File: src/rtl/srsw_pkg.sv
// Package of the selective-repeat sender window: codes, types and helpers.
// Depends on nothing; used by every other file of the block but the defines header.
`timescale 1ns / 1ps

package srsw_pkg;

    localparam int DEPTH_DEFAULT = 32;
    localparam int SEQ_W         = 33;
    localparam int CFG_IDX_W     = 3;
    localparam int CFG_DATA_W    = 32;

    localparam logic [1:0] CMD_TICK = 2'd0;
    localparam logic [1:0] CMD_ACK  = 2'd1;
    localparam logic [1:0] CMD_ERR  = 2'd2;

    localparam logic [2:0] ST_RUNNING  = 3'd0;
    localparam logic [2:0] ST_COMPLETE = 3'd1;
    localparam logic [2:0] ST_SRV_ERR  = 3'd2;
    localparam logic [2:0] ST_RETRY    = 3'd3;
    localparam logic [2:0] ST_NO_SRV   = 3'd4;
    localparam logic [2:0] ST_SRV_DOWN = 3'd5;

    localparam logic [1:0] PT_START = 2'd0;
    localparam logic [1:0] PT_DATA  = 2'd1;
    localparam logic [1:0] PT_FIN   = 2'd2;

    localparam logic KIND_SEND   = 1'b0;
    localparam logic KIND_STATUS = 1'b1;

    localparam logic [CFG_IDX_W-1:0] REG_LAST_SEQ = 3'd0;
    localparam logic [CFG_IDX_W-1:0] REG_WIN_SIZE = 3'd1;
    localparam logic [CFG_IDX_W-1:0] REG_RETX     = 3'd2;
    localparam logic [CFG_IDX_W-1:0] REG_SRV_TO   = 3'd3;
    localparam logic [CFG_IDX_W-1:0] REG_RETRY    = 3'd4;

    typedef enum logic [1:0] {
        SEL_NEXT,
        SEL_ACK,
        SEL_BASE,
        SEL_CUR
    } t_sel;

    typedef struct packed {
        logic load;
        logic set_complete;
        logic init_step;
        logic clear_send;
        logic age;
        logic heard;
        logic srv_err;
        logic mark;
        logic slide;
        logic emit_send;
        logic init_scan;
        logic scan_skip;
        logic scan_fail;
        logic resend;
        logic timeout;
        logic emit_status;
        t_sel sel;
    } t_dp_cmd;

    typedef struct packed {
        logic finished;
        logic can_send;
        logic cmd_ack;
        logic cmd_err;
        logic ack_in_win;
        logic slide_ok;
        logic emit_more;
        logic scan_more;
        logic scan_due;
        logic retry_out;
        logic fs_nz;
        logic out_free;
    } t_dp_stat;

    // Packet type of a sequence number: start, fin or data.
    function automatic logic [1:0] type_of(input logic [SEQ_W-1:0] seq,
                                           input logic [31:0] last);
        logic [1:0] res;
        if (seq == '0) begin
            res = PT_START;
        end else if (seq == {1'b0, last}) begin
            res = PT_FIN;
        end else begin
            res = PT_DATA;
        end
        return res;
    endfunction

endpackage

File: src/rtl/srsw_ifs.sv
// Handshake interfaces of the sender window: input, result and register write channels.
// Depends on srsw_pkg for the field widths.
`timescale 1ns / 1ps

interface srsw_in_if
    import srsw_pkg::*;
();
    logic       valid;
    logic       ready;
    logic [1:0] command;
    logic [31:0] ack_sequence;
    modport source(output valid, command, ack_sequence, input ready);
    modport sink(input valid, command, ack_sequence, output ready);
endinterface

interface srsw_out_if
    import srsw_pkg::*;
();
    logic        valid;
    logic        ready;
    logic        kind;
    logic [31:0] sequence_res;
    logic [1:0]  packet_type;
    logic        is_retransmission;
    logic [2:0]  status;
    logic [31:0] window_base;
    logic        is_last;
    modport source(output valid, kind, sequence_res, packet_type, is_retransmission,
                   status, window_base, is_last, input ready);
    modport sink(input valid, kind, sequence_res, packet_type, is_retransmission,
                 status, window_base, is_last, output ready);
endinterface

interface srsw_cfg_if
    import srsw_pkg::*;
();
    logic                  valid;
    logic                  ready;
    logic [CFG_IDX_W-1:0]  index;
    logic [CFG_DATA_W-1:0] data;
    modport source(output valid, index, data, input ready);
    modport sink(input valid, index, data, output ready);
endinterface

File: src/rtl/srsw_ctrl.sv
// Step sequencer of the sender window: walks the phases of one poll period.
// Depends on srsw_pkg; drives the datapath through t_dp_cmd and reads t_dp_stat.
`timescale 1ns / 1ps

module srsw_ctrl
    import srsw_pkg::*;
(
    input  logic     i_clk,
    input  logic     i_rst_n,
    input  logic     i_in_valid,
    output logic     o_in_ready,
    input  t_dp_stat i_stat,
    output t_dp_cmd  o_cmd
);

    typedef enum logic [9:0] {
        S_IDLE    = 10'b00_0000_0001,
        S_CHECK   = 10'b00_0000_0010,
        S_SEND    = 10'b00_0000_0100,
        S_AGE     = 10'b00_0000_1000,
        S_ACK     = 10'b00_0001_0000,
        S_SLIDE   = 10'b00_0010_0000,
        S_EMIT    = 10'b00_0100_0000,
        S_SCAN    = 10'b00_1000_0000,
        S_TIMEOUT = 10'b01_0000_0000,
        S_STATUS  = 10'b10_0000_0000
    } t_state;

    t_state r_state, n_state;

    always_ff @(posedge i_clk) begin
        if (!i_rst_n) begin
            r_state <= S_IDLE;
        end else begin
            r_state <= n_state;
        end
    end

    always_comb begin
        n_state    = r_state;
        o_cmd      = '0;
        o_cmd.sel  = SEL_CUR;
        o_in_ready = 1'b0;
        case (r_state)
            S_IDLE: begin
                o_in_ready = 1'b1;
                if (i_in_valid) begin
                    o_cmd.load = 1'b1;
                    n_state    = S_CHECK;
                end
            end
            S_CHECK: begin
                if (i_stat.finished) begin
                    o_cmd.set_complete = 1'b1;
                    n_state            = S_STATUS;
                end else begin
                    o_cmd.init_step = 1'b1;
                    n_state         = S_SEND;
                end
            end
            S_SEND: begin
                o_cmd.sel = SEL_NEXT;
                if (i_stat.can_send) begin
                    o_cmd.clear_send = 1'b1;
                end else begin
                    n_state = S_AGE;
                end
            end
            S_AGE: begin
                o_cmd.age = 1'b1;
                if (i_stat.cmd_err) begin
                    o_cmd.srv_err = 1'b1;
                    n_state       = S_EMIT;
                end else if (i_stat.cmd_ack) begin
                    o_cmd.heard = 1'b1;
                    n_state     = S_ACK;
                end else begin
                    n_state = S_EMIT;
                end
            end
            S_ACK: begin
                o_cmd.sel  = SEL_ACK;
                o_cmd.mark = i_stat.ack_in_win;
                n_state    = S_SLIDE;
            end
            S_SLIDE: begin
                o_cmd.sel = SEL_BASE;
                if (i_stat.slide_ok) begin
                    o_cmd.slide = 1'b1;
                end else begin
                    n_state = S_EMIT;
                end
            end
            S_EMIT: begin
                if (i_stat.emit_more) begin
                    o_cmd.emit_send = i_stat.out_free;
                end else if (i_stat.fs_nz) begin
                    n_state = S_STATUS;
                end else begin
                    o_cmd.init_scan = 1'b1;
                    n_state         = S_SCAN;
                end
            end
            S_SCAN: begin
                if (!i_stat.scan_more) begin
                    n_state = S_TIMEOUT;
                end else if (!i_stat.scan_due) begin
                    o_cmd.scan_skip = 1'b1;
                end else if (i_stat.retry_out) begin
                    o_cmd.scan_fail = 1'b1;
                    n_state         = S_STATUS;
                end else begin
                    o_cmd.resend = i_stat.out_free;
                end
            end
            S_TIMEOUT: begin
                o_cmd.timeout = 1'b1;
                n_state       = S_STATUS;
            end
            S_STATUS: begin
                if (i_stat.out_free) begin
                    o_cmd.emit_status = 1'b1;
                    n_state           = S_IDLE;
                end
            end
            default: begin
                n_state = S_IDLE;
            end
        endcase
    end

endmodule

File: src/rtl/srsw_dp.sv
// Datapath of the sender window: registers, slot state, counters and result register.
// Depends on srsw_pkg and srsw_ifs; commanded by srsw_ctrl.
`timescale 1ns / 1ps

module srsw_dp
    import srsw_pkg::*;
#(
    parameter int WINDOW_DEPTH = DEPTH_DEFAULT
) (
    input  logic           i_clk,
    input  logic           i_rst_n,
    srsw_cfg_if.sink       i_cfg,
    input  logic [1:0]     i_command,
    input  logic [31:0]    i_ack_sequence,
    srsw_out_if.source     o_out,
    input  t_dp_cmd        i_cmd,
    output t_dp_stat       o_stat
);

    localparam int SW = (WINDOW_DEPTH > 1) ? $clog2(WINDOW_DEPTH) : 1;
    localparam logic [SW-1:0] SLOT_TOP = SW'(WINDOW_DEPTH - 1);
    localparam logic [SW:0]   DEPTH_W  = (SW+1)'(WINDOW_DEPTH);
    localparam logic [15:0]   AGE_MAX  = 16'hFFFF;

    // Configuration registers.
    logic [31:0] r_last;
    logic [5:0]  r_win_cfg;
    logic [15:0] r_retx;
    logic [15:0] r_srv_to;
    logic [2:0]  r_retry_lim;

    logic [1:0]       r_cmd;
    logic [31:0]      r_ack;
    logic [SEQ_W-1:0] r_base, r_next, r_old_next, r_cur;
    logic [SW-1:0]    r_base_slot, r_next_slot, r_cur_slot;
    logic             r_acked [WINDOW_DEPTH];
    logic [15:0]      r_age   [WINDOW_DEPTH];
    logic [2:0]       r_retry [WINDOW_DEPTH];
    logic             r_heard;
    logic [15:0]      r_silence;
    logic [2:0]       r_fs;

    logic        r_ov;
    logic        r_kind;
    logic [31:0] r_oseq;
    logic [1:0]  r_optype;
    logic        r_oretx;
    logic [2:0]  r_ostatus;
    logic [31:0] r_obase;
    logic        r_olast;

    logic [5:0]       win;
    logic [SEQ_W-1:0] ack_w, ack_diff, in_flight;
    logic [SW:0]      ack_sum;
    logic [SW-1:0]    ack_slot, idx;
    logic             rd_acked;
    logic [15:0]      rd_age;
    logic [2:0]       rd_retry;
    logic             out_free, emit;

    function automatic logic [SW-1:0] inc_slot(input logic [SW-1:0] s);
        return (s == SLOT_TOP) ? '0 : s + 1'b1;
    endfunction

    assign i_cfg.ready = 1'b1;

    always_comb begin
        if (r_win_cfg == 6'd0) begin
            win = 6'd1;
        end else if ({1'b0, r_win_cfg} > 7'(WINDOW_DEPTH)) begin
            win = 6'(WINDOW_DEPTH);
        end else begin
            win = r_win_cfg;
        end
    end

    // An in-window ack lies less than the depth above the base, so one wrap suffices.
    assign ack_w     = {1'b0, r_ack};
    assign ack_diff  = ack_w - r_base;
    assign ack_sum   = {1'b0, r_base_slot} + {1'b0, ack_diff[SW-1:0]};
    assign ack_slot  = (ack_sum >= DEPTH_W) ? SW'(ack_sum - DEPTH_W) : ack_sum[SW-1:0];
    assign in_flight = r_next - r_base;

    always_comb begin
        case (i_cmd.sel)
            SEL_NEXT: idx = r_next_slot;
            SEL_ACK:  idx = ack_slot;
            SEL_BASE: idx = r_base_slot;
            default:  idx = r_cur_slot;
        endcase
    end

    assign rd_acked = r_acked[idx];
    assign rd_age   = r_age[idx];
    assign rd_retry = r_retry[idx];

    assign out_free = !r_ov || o_out.ready;
    assign emit     = i_cmd.emit_send || i_cmd.resend || i_cmd.emit_status;

    always_comb begin
        o_stat            = '0;
        o_stat.finished   = (r_fs != ST_RUNNING) || (r_base > {1'b0, r_last});
        o_stat.can_send   = (r_next <= {1'b0, r_last}) && (in_flight < SEQ_W'(win));
        o_stat.cmd_ack    = (r_cmd == CMD_ACK);
        o_stat.cmd_err    = (r_cmd == CMD_ERR);
        o_stat.ack_in_win = (ack_w >= r_base) && (ack_w < r_next);
        o_stat.slide_ok   = (r_base < r_next) && rd_acked;
        o_stat.emit_more  = (r_cur < r_next);
        o_stat.scan_more  = (r_cur < r_old_next);
        o_stat.scan_due   = !rd_acked && (rd_age >= r_retx);
        o_stat.retry_out  = (rd_retry >= r_retry_lim);
        o_stat.fs_nz      = (r_fs != ST_RUNNING);
        o_stat.out_free   = out_free;
    end

    always_ff @(posedge i_clk) begin
        if (!i_rst_n) begin
            r_last      <= 32'd1;
            r_win_cfg   <= 6'd8;
            r_retx      <= 16'd15;
            r_srv_to    <= 16'd600;
            r_retry_lim <= 3'd5;
        end else if (i_cfg.valid) begin
            case (i_cfg.index)
                REG_LAST_SEQ: r_last      <= i_cfg.data;
                REG_WIN_SIZE: r_win_cfg   <= i_cfg.data[5:0];
                REG_RETX:     r_retx      <= i_cfg.data[15:0];
                REG_SRV_TO:   r_srv_to    <= i_cfg.data[15:0];
                REG_RETRY:    r_retry_lim <= i_cfg.data[2:0];
                default: begin
                end
            endcase
        end
    end

    always_ff @(posedge i_clk) begin
        if (i_cmd.load) begin
            r_cmd <= i_command;
            r_ack <= i_ack_sequence;
        end
        if (i_cmd.init_step) begin
            r_old_next <= r_next;
            r_cur      <= r_next;
        end else if (i_cmd.init_scan) begin
            r_cur      <= r_base;
            r_cur_slot <= r_base_slot;
        end else if (i_cmd.emit_send) begin
            r_cur <= r_cur + 1'b1;
        end else if (i_cmd.scan_skip || i_cmd.resend) begin
            r_cur      <= r_cur + 1'b1;
            r_cur_slot <= inc_slot(r_cur_slot);
        end
    end

    always_ff @(posedge i_clk) begin
        if (!i_rst_n) begin
            r_base      <= '0;
            r_next      <= '0;
            r_base_slot <= '0;
            r_next_slot <= '0;
            r_heard     <= 1'b0;
            r_silence   <= '0;
            r_fs        <= ST_RUNNING;
            for (int i = 0; i < WINDOW_DEPTH; i++) begin
                r_acked[i] <= 1'b0;
                r_age[i]   <= '0;
                r_retry[i] <= '0;
            end
        end else begin
            if (i_cmd.clear_send) begin
                r_next      <= r_next + 1'b1;
                r_next_slot <= inc_slot(r_next_slot);
            end
            if (i_cmd.slide) begin
                r_base      <= r_base + 1'b1;
                r_base_slot <= inc_slot(r_base_slot);
            end
            if (i_cmd.age) begin
                if (i_cmd.heard || i_cmd.srv_err) begin
                    r_silence <= '0;
                    r_heard   <= 1'b1;
                end else if (r_silence != AGE_MAX) begin
                    r_silence <= r_silence + 1'b1;
                end
            end
            if (i_cmd.set_complete && r_fs == ST_RUNNING) begin
                r_fs <= ST_COMPLETE;
            end else if (i_cmd.srv_err) begin
                r_fs <= ST_SRV_ERR;
            end else if (i_cmd.scan_fail) begin
                r_fs <= ST_RETRY;
            end else if (i_cmd.timeout) begin
                if (r_silence >= r_srv_to) begin
                    r_fs <= r_heard ? ST_SRV_DOWN : ST_NO_SRV;
                end else if (r_base > {1'b0, r_last}) begin
                    r_fs <= ST_COMPLETE;
                end
            end
            for (int i = 0; i < WINDOW_DEPTH; i++) begin
                if (i_cmd.age) begin
                    if (r_age[i] != AGE_MAX) begin
                        r_age[i] <= r_age[i] + 1'b1;
                    end
                end else if (SW'(i) == idx) begin
                    if (i_cmd.clear_send) begin
                        r_acked[i] <= 1'b0;
                        r_age[i]   <= '0;
                        r_retry[i] <= '0;
                    end else if (i_cmd.mark) begin
                        r_acked[i] <= 1'b1;
                    end else if (i_cmd.slide) begin
                        r_acked[i] <= 1'b0;
                    end else if (i_cmd.resend) begin
                        r_age[i]   <= '0;
                        r_retry[i] <= r_retry[i] + 1'b1;
                    end
                end
            end
        end
    end

    // Result register: one request held until the sink takes it.
    always_ff @(posedge i_clk) begin
        if (!i_rst_n) begin
            r_ov <= 1'b0;
        end else if (emit) begin
            r_ov <= 1'b1;
        end else if (o_out.ready) begin
            r_ov <= 1'b0;
        end
    end

    always_ff @(posedge i_clk) begin
        if (emit) begin
            r_obase <= r_base[31:0];
            if (i_cmd.emit_status) begin
                r_kind    <= KIND_STATUS;
                r_oseq    <= '0;
                r_optype  <= PT_START;
                r_oretx   <= 1'b0;
                r_ostatus <= r_fs;
                r_olast   <= 1'b1;
            end else begin
                r_kind    <= KIND_SEND;
                r_oseq    <= r_cur[31:0];
                r_optype  <= type_of(r_cur, r_last);
                r_oretx   <= i_cmd.resend;
                r_ostatus <= ST_RUNNING;
                r_olast   <= 1'b0;
            end
        end
    end

    assign o_out.valid             = r_ov;
    assign o_out.kind              = r_kind;
    assign o_out.sequence_res      = r_oseq;
    assign o_out.packet_type       = r_optype;
    assign o_out.is_retransmission = r_oretx;
    assign o_out.status            = r_ostatus;
    assign o_out.window_base       = r_obase;
    assign o_out.is_last           = r_olast;

endmodule

File: src/rtl/selective_repeat_sender_window_unit.sv
// Top level of the selective-repeat sender window: joins sequencer and datapath.
// Depends on srsw_pkg, srsw_ifs, srsw_ctrl and srsw_dp.
`timescale 1ns / 1ps

// Each accepted request on i_in is one poll period of a selective-repeat sender.
// In it the block issues the new sequence numbers that the window allows, ages
// every slot, takes an acknowledgement or a server error, slides the window base,
// resends slots that have timed out and checks the server timeouts. Every period
// yields zero or more send requests and then exactly one status request, which
// carries is_last. window_base in every request of a period is the base after
// that period. One period at a time is worked on, in the steps new sends, ageing,
// acknowledgement and slide, emits of the new sends, a scan of the slots from the base
// to the old send point with resends, and the timeout check; o_out can hold back any
// request. The slot scan goes one slot per cycle, unless o_out holds back a resend,
// through a single read port of the slot state. Once a final status has been reached,
// each period yields only that status. Register writes on i_cfg are always taken and
// must come only while the block is idle.
module selective_repeat_sender_window_unit
    import srsw_pkg::*;
#(
    parameter int WINDOW_DEPTH = DEPTH_DEFAULT
) (
    input  logic        i_clk,
    input  logic        i_rst_n,
    srsw_cfg_if.sink    i_cfg,
    srsw_in_if.sink     i_in,
    srsw_out_if.source  o_out
);

    t_dp_cmd  dp_cmd;
    t_dp_stat dp_stat;
    logic     in_ready;

    assign i_in.ready = in_ready;

    // The sequencer takes a request only when the previous period is closed.
    srsw_ctrl u_ctrl (
        .i_clk      (i_clk),
        .i_rst_n    (i_rst_n),
        .i_in_valid (i_in.valid),
        .o_in_ready (in_ready),
        .i_stat     (dp_stat),
        .o_cmd      (dp_cmd)
    );

    // The datapath holds all window state and the result register.
    srsw_dp #(
        .WINDOW_DEPTH (WINDOW_DEPTH)
    ) u_dp (
        .i_clk          (i_clk),
        .i_rst_n        (i_rst_n),
        .i_cfg          (i_cfg),
        .i_command      (i_in.command),
        .i_ack_sequence (i_in.ack_sequence),
        .o_out          (o_out),
        .i_cmd          (dp_cmd),
        .o_stat         (dp_stat)
    );

endmodule

File: src/flat_wrapper.sv
// flat-port wrapper written by rule: the top's interface ports become plain ports
module selective_repeat_sender_window_unit_flat import srsw_pkg::*;
#(
    parameter int WINDOW_DEPTH = DEPTH_DEFAULT
)
  (i_clk, i_rst_n, i_cfg_valid, i_cfg_index, i_cfg_data, i_cfg_ready, i_in_valid, i_in_command, i_in_ack_sequence, i_in_ready, o_out_valid, o_out_kind, o_out_sequence_res, o_out_packet_type, o_out_is_retransmission, o_out_status, o_out_window_base, o_out_is_last, o_out_ready);
  srsw_cfg_if i_cfg_i ();
  srsw_in_if i_in_i ();
  srsw_out_if o_out_i ();
  input  logic i_clk;
  input  logic i_rst_n;
  input wire logic [$bits(i_cfg_i.valid)-1:0] i_cfg_valid;
  input wire logic [$bits(i_cfg_i.index)-1:0] i_cfg_index;
  input wire logic [$bits(i_cfg_i.data)-1:0] i_cfg_data;
  output wire logic [$bits(i_cfg_i.ready)-1:0] i_cfg_ready;
  input wire logic [$bits(i_in_i.valid)-1:0] i_in_valid;
  input wire logic [$bits(i_in_i.command)-1:0] i_in_command;
  input wire logic [$bits(i_in_i.ack_sequence)-1:0] i_in_ack_sequence;
  output wire logic [$bits(i_in_i.ready)-1:0] i_in_ready;
  output wire logic [$bits(o_out_i.valid)-1:0] o_out_valid;
  output wire logic [$bits(o_out_i.kind)-1:0] o_out_kind;
  output wire logic [$bits(o_out_i.sequence_res)-1:0] o_out_sequence_res;
  output wire logic [$bits(o_out_i.packet_type)-1:0] o_out_packet_type;
  output wire logic [$bits(o_out_i.is_retransmission)-1:0] o_out_is_retransmission;
  output wire logic [$bits(o_out_i.status)-1:0] o_out_status;
  output wire logic [$bits(o_out_i.window_base)-1:0] o_out_window_base;
  output wire logic [$bits(o_out_i.is_last)-1:0] o_out_is_last;
  input wire logic [$bits(o_out_i.ready)-1:0] o_out_ready;
  assign i_cfg_i.valid = i_cfg_valid;
  assign i_cfg_i.index = i_cfg_index;
  assign i_cfg_i.data = i_cfg_data;
  assign i_cfg_ready = i_cfg_i.ready;
  assign i_in_i.valid = i_in_valid;
  assign i_in_i.command = i_in_command;
  assign i_in_i.ack_sequence = i_in_ack_sequence;
  assign i_in_ready = i_in_i.ready;
  assign o_out_valid = o_out_i.valid;
  assign o_out_kind = o_out_i.kind;
  assign o_out_sequence_res = o_out_i.sequence_res;
  assign o_out_packet_type = o_out_i.packet_type;
  assign o_out_is_retransmission = o_out_i.is_retransmission;
  assign o_out_status = o_out_i.status;
  assign o_out_window_base = o_out_i.window_base;
  assign o_out_is_last = o_out_i.is_last;
  assign o_out_i.ready = o_out_ready;
  selective_repeat_sender_window_unit #(.WINDOW_DEPTH(WINDOW_DEPTH)) u_core (.i_clk(i_clk), .i_rst_n(i_rst_n), .i_cfg(i_cfg_i), .i_in(i_in_i), .o_out(o_out_i));
endmodule
File: config.mk
export PLATFORM = sky130hd
export DESIGN_NAME = selective_repeat_sender_window_unit_flat
export DESIGN_NICKNAME = d
export VERILOG_FILES = /design/src/rtl/srsw_pkg.sv /design/src/rtl/srsw_ifs.sv /design/src/rtl/srsw_ctrl.sv /design/src/rtl/srsw_dp.sv /design/src/rtl/selective_repeat_sender_window_unit.sv /design/src/flat_wrapper.sv
export SDC_FILE = /design/constraint.sdc
export NUM_CORES = 2
export LEC_CHECK = 0
export BUFFER_PORTS_ARGS = -buffer_cell sky130_fd_sc_hd__buf_2
export CAP_MARGIN = 10
export CORE_ASPECT_RATIO = 1.25
export CORE_UTILIZATION = 55
export CTS_CLUSTER_SIZE = 20
export DETAILED_ROUTE_END_ITERATION = 12
export GPL_TIMING_DRIVEN = 1
export PLACE_DENSITY = 0.76
export SLEW_MARGIN = 20
export SYNTH_ARGS = -nofsm -noshare
export SYNTH_HDL_FRONTEND = slang
export SYNTH_SLANG_ARGS = --single-unit
File: constraint.sdc
create_clock -name i_clk -period 20 [get_ports i_clk]
set_input_delay 1 -clock i_clk [delete_from_list [all_inputs] [get_ports i_clk]]
set_output_delay 1 -clock i_clk [all_outputs]
set_load 0.01 [all_outputs]
Yosys cells after proc, flatten, opt, wreduce, memory -nomap -nowiden:

Memories as Yosys holds them, arrays and structs flattened.
Cells that the tools add are included.

* add/subtract/negate cells: 75
* multiply operators: 0
* div/mod/pow operators: 0
* magnitude comparators: 13
* equality and inequality tests: 94
* shift operators: 0
* muxes and demuxes: 976
* bitwise operators: 258
* reduce and logical (&&, ||, !) cells: 44

Operator list (number)
* two-way mux 16 bit: 98
* two-way mux 1 bit: 774
* adder 16 x 1 -> 16 bit (second input constant): 33
* != test 16 bit (second input constant): 33
* OR 1 bit: 256
* two-way mux 3 bit: 69
* two-way mux 33 bit: 4
* two-way mux 10 bit: 11
* case mux 10 bit (10 select lines): 1
* adder 33 x 1 -> 33 bit (second input constant): 3
* < comparator 33 bit: 3
* adder 3 x 1 -> 3 bit (second input constant): 32
* equality test 5 bit (first input constant): 16
* equality test 4 x 5 -> 1 bit (first input constant): 8
* two-way mux 5 bit: 7
* equality test 33 x 32 -> 1 bit: 1
* greater-or-equal comparator 32 x 33 -> 1 bit: 1
* greater-than comparator 33 x 32 -> 1 bit: 1
* <= comparator 33 x 32 -> 1 bit: 1
* zero test 33 bit: 1
* < comparator 32 x 33 -> 1 bit: 1
* < comparator 33 x 6 -> 1 bit: 1
* subtractor 33 bit: 1
* greater-or-equal comparator 16 bit: 2
* other kinds (52): 102

* register bits: 356
* latch bits: 0
* bits in writable memories: 640
* ROM bits: 0
* input port bits: 74
* memories: 3

Memory list
* u_core.u_dp.r_age: depth 32, width 16, rd ports 33, clocked after memory_dff 0, write ports 32, RTL line srsw_dp.sv:37 `logic [15:0] r_age [WINDOW_DEPTH];`
* u_core.u_dp.r_retry: depth 32, width 3, rd ports 33, clocked after memory_dff 0, write ports 32, RTL line srsw_dp.sv:38 `logic [2:0] r_retry [WINDOW_DEPTH];`
* u_core.u_dp.r_acked: depth 32, width 1, rd ports 1, clocked after memory_dff 0, write ports 32, RTL line srsw_dp.sv:36 `logic r_acked [WINDOW_DEPTH];`

Depth between registers and ports, before layout:

An unclocked memory read counts as a cell.

* word-level depth: 20
* gate-level depth with buffers: 31
* gate-level depth less buffers: 27

Hierarchy:

A second synthesis with hierarchy kept.

* cells, all modules: 5958
* area, all modules: 60259.0 sq um

Modules (own cells, without submodules)
* srsw_dp: instances 1, cells each 5841, area an instance 59269.3 sq um
* srsw_ctrl: instances 1, cells each 117, area an instance 989.7 sq um

Worst setup path after synthesis:

No wires, ideal clock.

* path kind: register to register
* start point: register u_core.u_dp.r_base[0]
* end point: register u_core.u_dp.r_olast (netlist: u_core.u_dp.o_out.is_last), enable pin
* library setup time: 0.916 ns
* arrival time: 6.859 ns
* data required time: 19.084 ns
* setup slack: 12.225 ns
* cell stages (with the launch flop): 24
* path buffers: 4
* clock period less this slack: 7.775 ns
* cell sequence: dfxtp_1 ha_1 fa_1 fa_1 nor2_1 a221oi_1 o211a_1 clkbuf_1 clkbuf_1 clkbuf_1 nand3_1 a311oi_1 a31oi_1 a21oi_1 ha_1 nand2b_1 a21o_1 a21o_1 a211oi_1 o21ai_0 a21oi_1 or4_1 buf_2 nand3_1

* cells in the longest elaborated chain, start to end: 13
* elaborated cells between the ends (all ways): 19

RTL lines
* start, declared: RTL line srsw_dp.sv:34 `logic [SEQ_W-1:0] r_base, r_next, r_old_next, r_cur;`
* start signal, assigned: RTL line srsw_dp.sv:175 `r_base <= r_base + 1'b1;`
* subtractor 5 bit (*): RTL line srsw_dp.sv:79 `assign ack_diff = ack_w - r_base;`
* adder 5 x 5 -> 6 bit (*): RTL line srsw_dp.sv:80 `assign ack_sum = {1'b0, r_base_slot} + {1'b0, ack_diff[SW-1:0]};`
* subtractor 5 x 1 -> 5 bit or greater-or-equal comparator 6 bit (tied branches): RTL line srsw_dp.sv:81 `assign ack_slot = (ack_sum >= DEPTH_W) ? SW'(ack_sum - DEPTH_W) : ack_sum[SW-1:0];`
* two-way mux 5 bit (*): RTL line srsw_dp.sv:81
* case mux 5 bit (3 select lines) (*): RTL line srsw_dp.sv:85 `case (i_cmd.sel)`
* memory (32 x 16 bit), or another cell as far along
* greater-or-equal comparator 16 bit, or another cell as far along: RTL line srsw_dp.sv:110 `o_stat.scan_due = !rd_acked && (rd_age >= r_retx);`
* logical AND 1 bit or two-way mux 1 bit (tied branches): RTL line srsw_dp.sv:110, srsw_ctrl.sv:109
* two-way mux 2 bit (*): RTL line srsw_ctrl.sv:107 `end else if (!i_stat.scan_due) begin`
* two-way mux 3 bit (*): RTL line srsw_ctrl.sv:105 `if (!i_stat.scan_more) begin`
* two-way mux 3 bit (*): RTL line srsw_ctrl.sv:44 `case (r_state)`
* logical OR 1 bit (*) (2 in series): RTL line srsw_dp.sv:98 `assign emit = i_cmd.emit_send || i_cmd.resend || i_cmd.emit_status;`
* net u_core.u_dp.emit: RTL line srsw_dp.sv:59 `logic out_free, emit;`
* end signal, assigned: RTL line srsw_dp.sv:242 `r_olast <= 1'b1;`
* end signal, assigned: RTL line srsw_dp.sv:249 `r_olast <= 1'b0;`
* end, declared: RTL line srsw_dp.sv:50 `logic r_olast;`

Mark *: on every way through the listed nets, which the timed path passes. The rest lies on a longest branch.
A chain may end at the register's enable or synchronous reset.

==> qor.csv <==
metric;value;unit
sequential cell area;0.0279;sq mm
postcts setup bufs;0;
Max-Cap Viols;0;
Post-synth EDFFs;799;
CTS tree;yes;
worst stage delay on the critical path;0.82;ns
Antenna Nets Post-Route;0;
vias in the first global route;50500;
most used cell, CP;buf_4;
CP Max Fanout;86;
PD cells;74.6;mW/mm^2
I/O Buffers;147;
Clock Sinks;996;
clk_lat worst skew;0.76;ns
Clock transition at path regs;0.06;ns
synth warn;0;
launch point of the worst path;u_core.u_dp.r_base[0]$_SDFFE_PN0P_;
CTS Buf Count;105;
Worst slew margin;15.0;%
die area;0.114;sq mm
Final Critical Period;9.30;ns
Vias;52800;
num ports;149;
outcome;completed;
share of layout cells above drive strength 1;8.44;%
fill count;9384;
sequential-to-total area share from yosys stat;45.0;%
Multi-input gate area;0.0320;sq mm
via-per-instance ratio;6.36;
Main synth FF type;edfxtp_1;
CP max-delay cell;buf_4;
Worst Setup End Kind;flip-flop;
Least-Margin Pin Slew;1.27;ns
DRC viols;0;
per-cell routed wire length;23.9;microns
row count;137;
Die X;303;microns
Netlist cell types;98;
DRT Wirelength;199;mm
CP arrival;9.69;ns
largest net degree at the start of global routing;185;
Hold/Removal Path Class;in2reg;
clock skew;0.0493;ns
r2r startpoint;u_core.u_dp.r_base[0]$_SDFFE_PN0P_;
Max VDD drop;0.0922;mV
Slew Limit Fails;0;
Leak;25.0;nW
Die H;378;microns
cts repair resizes;0;
cts hold-fix bufs;0;
Setup Crit Path Kind;reg2reg;
initial antenna violation count;6;
number of synthesized register bits;996;
nets;7162;
Synth async-reset ratio;0;%
Hold Crit Start;i_in_command[0];
diode count;0;
RSZ-0062 raised after global routing;no;
area grow syn2layout;9.12;%
Global Route Usage Sum;34.3;%
reg2reg setup slack;10.70;ns
maximum clock rate;108;MHz
Final Power;5.06;mW
Crit path required time;20.39;ns
First-pass DRT Iterations;7;
clock root buffer;clkbuf_16;
Netlist Area Pre-Place;0.0621;sq mm
total nets after synthesis;7143;
period utilisation layout;46.5;%
H-tree Lvls;3;
Final Wtd Congestion;1.06;
violation count after the first detailed-routing iteration;5905;
global-route wire length before repair;299;mm
setup TNS;0;ns
gr ovfl total;0;
Core Area;0.112;sq mm
Syn Inst Count;6723;
endpoints failing setup;0;
Final Hold Fails;0;
hpwl dp;143;mm
Starting Density;55.6;%
clk buf depth;3;
crit start category;flip-flop;
Synth Area per Inst;9.24;sq um
==> synthesized netlist by cell type (20+ instances only) <==
library cell  instances  area share [%]
o22ai_1              20            0.20
o31ai_1              34            0.41
xnor2_1             249             3.5
nor2b_1              31            0.31
a211oi_1             23            0.28
nor3_1              129             1.0
a21o_1              103             1.2
dfxtp_1             197             6.4
nand3_1             569             4.6
buf_1                40            0.24
xor2_1              333             4.7
and2_1               51            0.51
and3_1              174             1.8
nor4_1               56            0.56
clkbuf_1            240             1.5
buf_2                24            0.19
nor2_4               64             1.2
a21oi_1             215             1.7
edfxtp_1            799              39
a311oi_1            100             1.4
a31oi_1              22            0.22
nand2b_1             21            0.21
and4_1               23            0.32
mux2i_1              98             1.6
ha_1                343             6.9
or3_1                35            0.35
o211ai_1             66            0.80
inv_1               253             1.5
o21ai_0             154             1.2
nand4_1             145             1.5
nand2_1            1137             6.9
nor2_1              705             4.3
==> registers in the layout, summed over array words and instances, names as in the netlist, 6 cells and up <==
register,count
u_core.u_dp.r_acked,32
u_core.u_dp.r_base,33
u_core.u_dp.r_silence,16
u_core.u_dp.r_cur,33
u_core.u_dp.r_age,512
u_core.u_dp.r_last,32
u_core.u_dp.o_out.sequence_res,32
u_core.u_dp.o_out.window_base,32
u_core.u_dp.r_retx,16
u_core.u_dp.r_ack,32
u_core.u_dp.r_win_cfg,6
u_core.u_dp.r_next,33
u_core.u_dp.r_retry,96
u_core.u_ctrl.r_state,10
u_core.u_dp.r_srv_to,16
u_core.u_dp.r_old_next,33
==> kinds of logic after synthesis <==
group                    after synthesis  synth area share, %
AO/OA/AOI/OAI                        885                 9.78
XOR/XNOR                             582                 8.21
adder cells (fa/ha/maj)              346                 7.01
buffers and inverters                577                 3.74
flip-flops                           996                 45.0
multiplexers                         105                 1.73
other                                  1              0.00604
AND/OR/NAND/NOR                     3231                 24.5
==> power by group <==
group	total, mW	internal [mW]	switching, mW
clock	2.09	1.20	0.896
sequential	2.44	2.33	0.111
combinational	0.526	0.178	0.348
total	5.06	3.70	1.35
==> cell usage in the layout (no fill, tap or decap), types with 19 or more instances in the layout <==
master,n
nand2_1,1135
edfxtp_1,799
nor2_1,703
nand3_1,568
ha_1,343
xor2_1,333
inv_1,253
xnor2_1,249
a21oi_1,215
dfxtp_1,197
and3_1,174
o21ai_0,153
buf_2,146
nand4_1,145
nor3_1,128
clkbuf_16,110
a21o_1,103
mux2i_1,98
a311oi_1,95
buf_4,83
o211ai_1,66
nor2_4,65
nor4_1,56
and2_1,49
or3_1,35
o31ai_1,33
nor2b_1,30
a211oi_1,23
and4_1,23
a31oi_1,22
nand2b_1,21
clkinv_2,21
o22ai_1,20
nor2_2,19
==> per-stage QoR <==
step                std cells  hold slack [ns]  setup slack (ns)  area, sq um  utilization [%]
floorplan                6723            0.435             12.23        62100                -
global placement         8092            0.441             11.01        64000             57.3
CTS                      8290            0.397             10.86        67700             60.6
finish                   8292            0.423             10.70        67800             60.6
global route             8292            0.413             10.31        67800             60.6
detailed placement       8092            0.451             10.88        64000             57.3
==> metal layers <==
metal	global-route usage (%)	vias up	wire, microns
li1	-	24000	-
met1	38.6	24800	68300
met2	55.3	3026	91200
met3	7.08	871	18700
met4	29.9	8	20400
met5	0	-	52
==> critical path: cells and delay by family (launching register included) <==
kind	cells	cell delay [ns]
compound gates	13	4.02
fa+ha+maj	4	1.55
buf+inv	3	1.79
flops	1	0.45
simple gates	5	1.09
==> final timing paths <==
path,endpoint,cells past startpoint
worst max-delay path,u_core.u_dp.r_age[25][3]$_SDFFCE_PP0P_,25
worst min-delay path,u_core.u_dp.r_cmd[0]$_DFFE_PP_,1
worst max register to register,u_core.u_dp.r_age[25][3]$_SDFFCE_PP0P_,25
worst min register to register,u_core.u_dp.r_retx[6]$_SDFFE_PN0P_,2
==> final cells by class <==
cell class                      count  area share, %
Clock buffer                      134           4.33
Clock inverter                     64           1.03
Inverter                          255           1.42
Multi-Input combinational cell   5150           47.2
Sequential cell                   996           41.2
Tap cell                         1459           2.69
Timing Repair Buffer              234           2.13
Note: power is estimated with default switching activity, not from simulation.
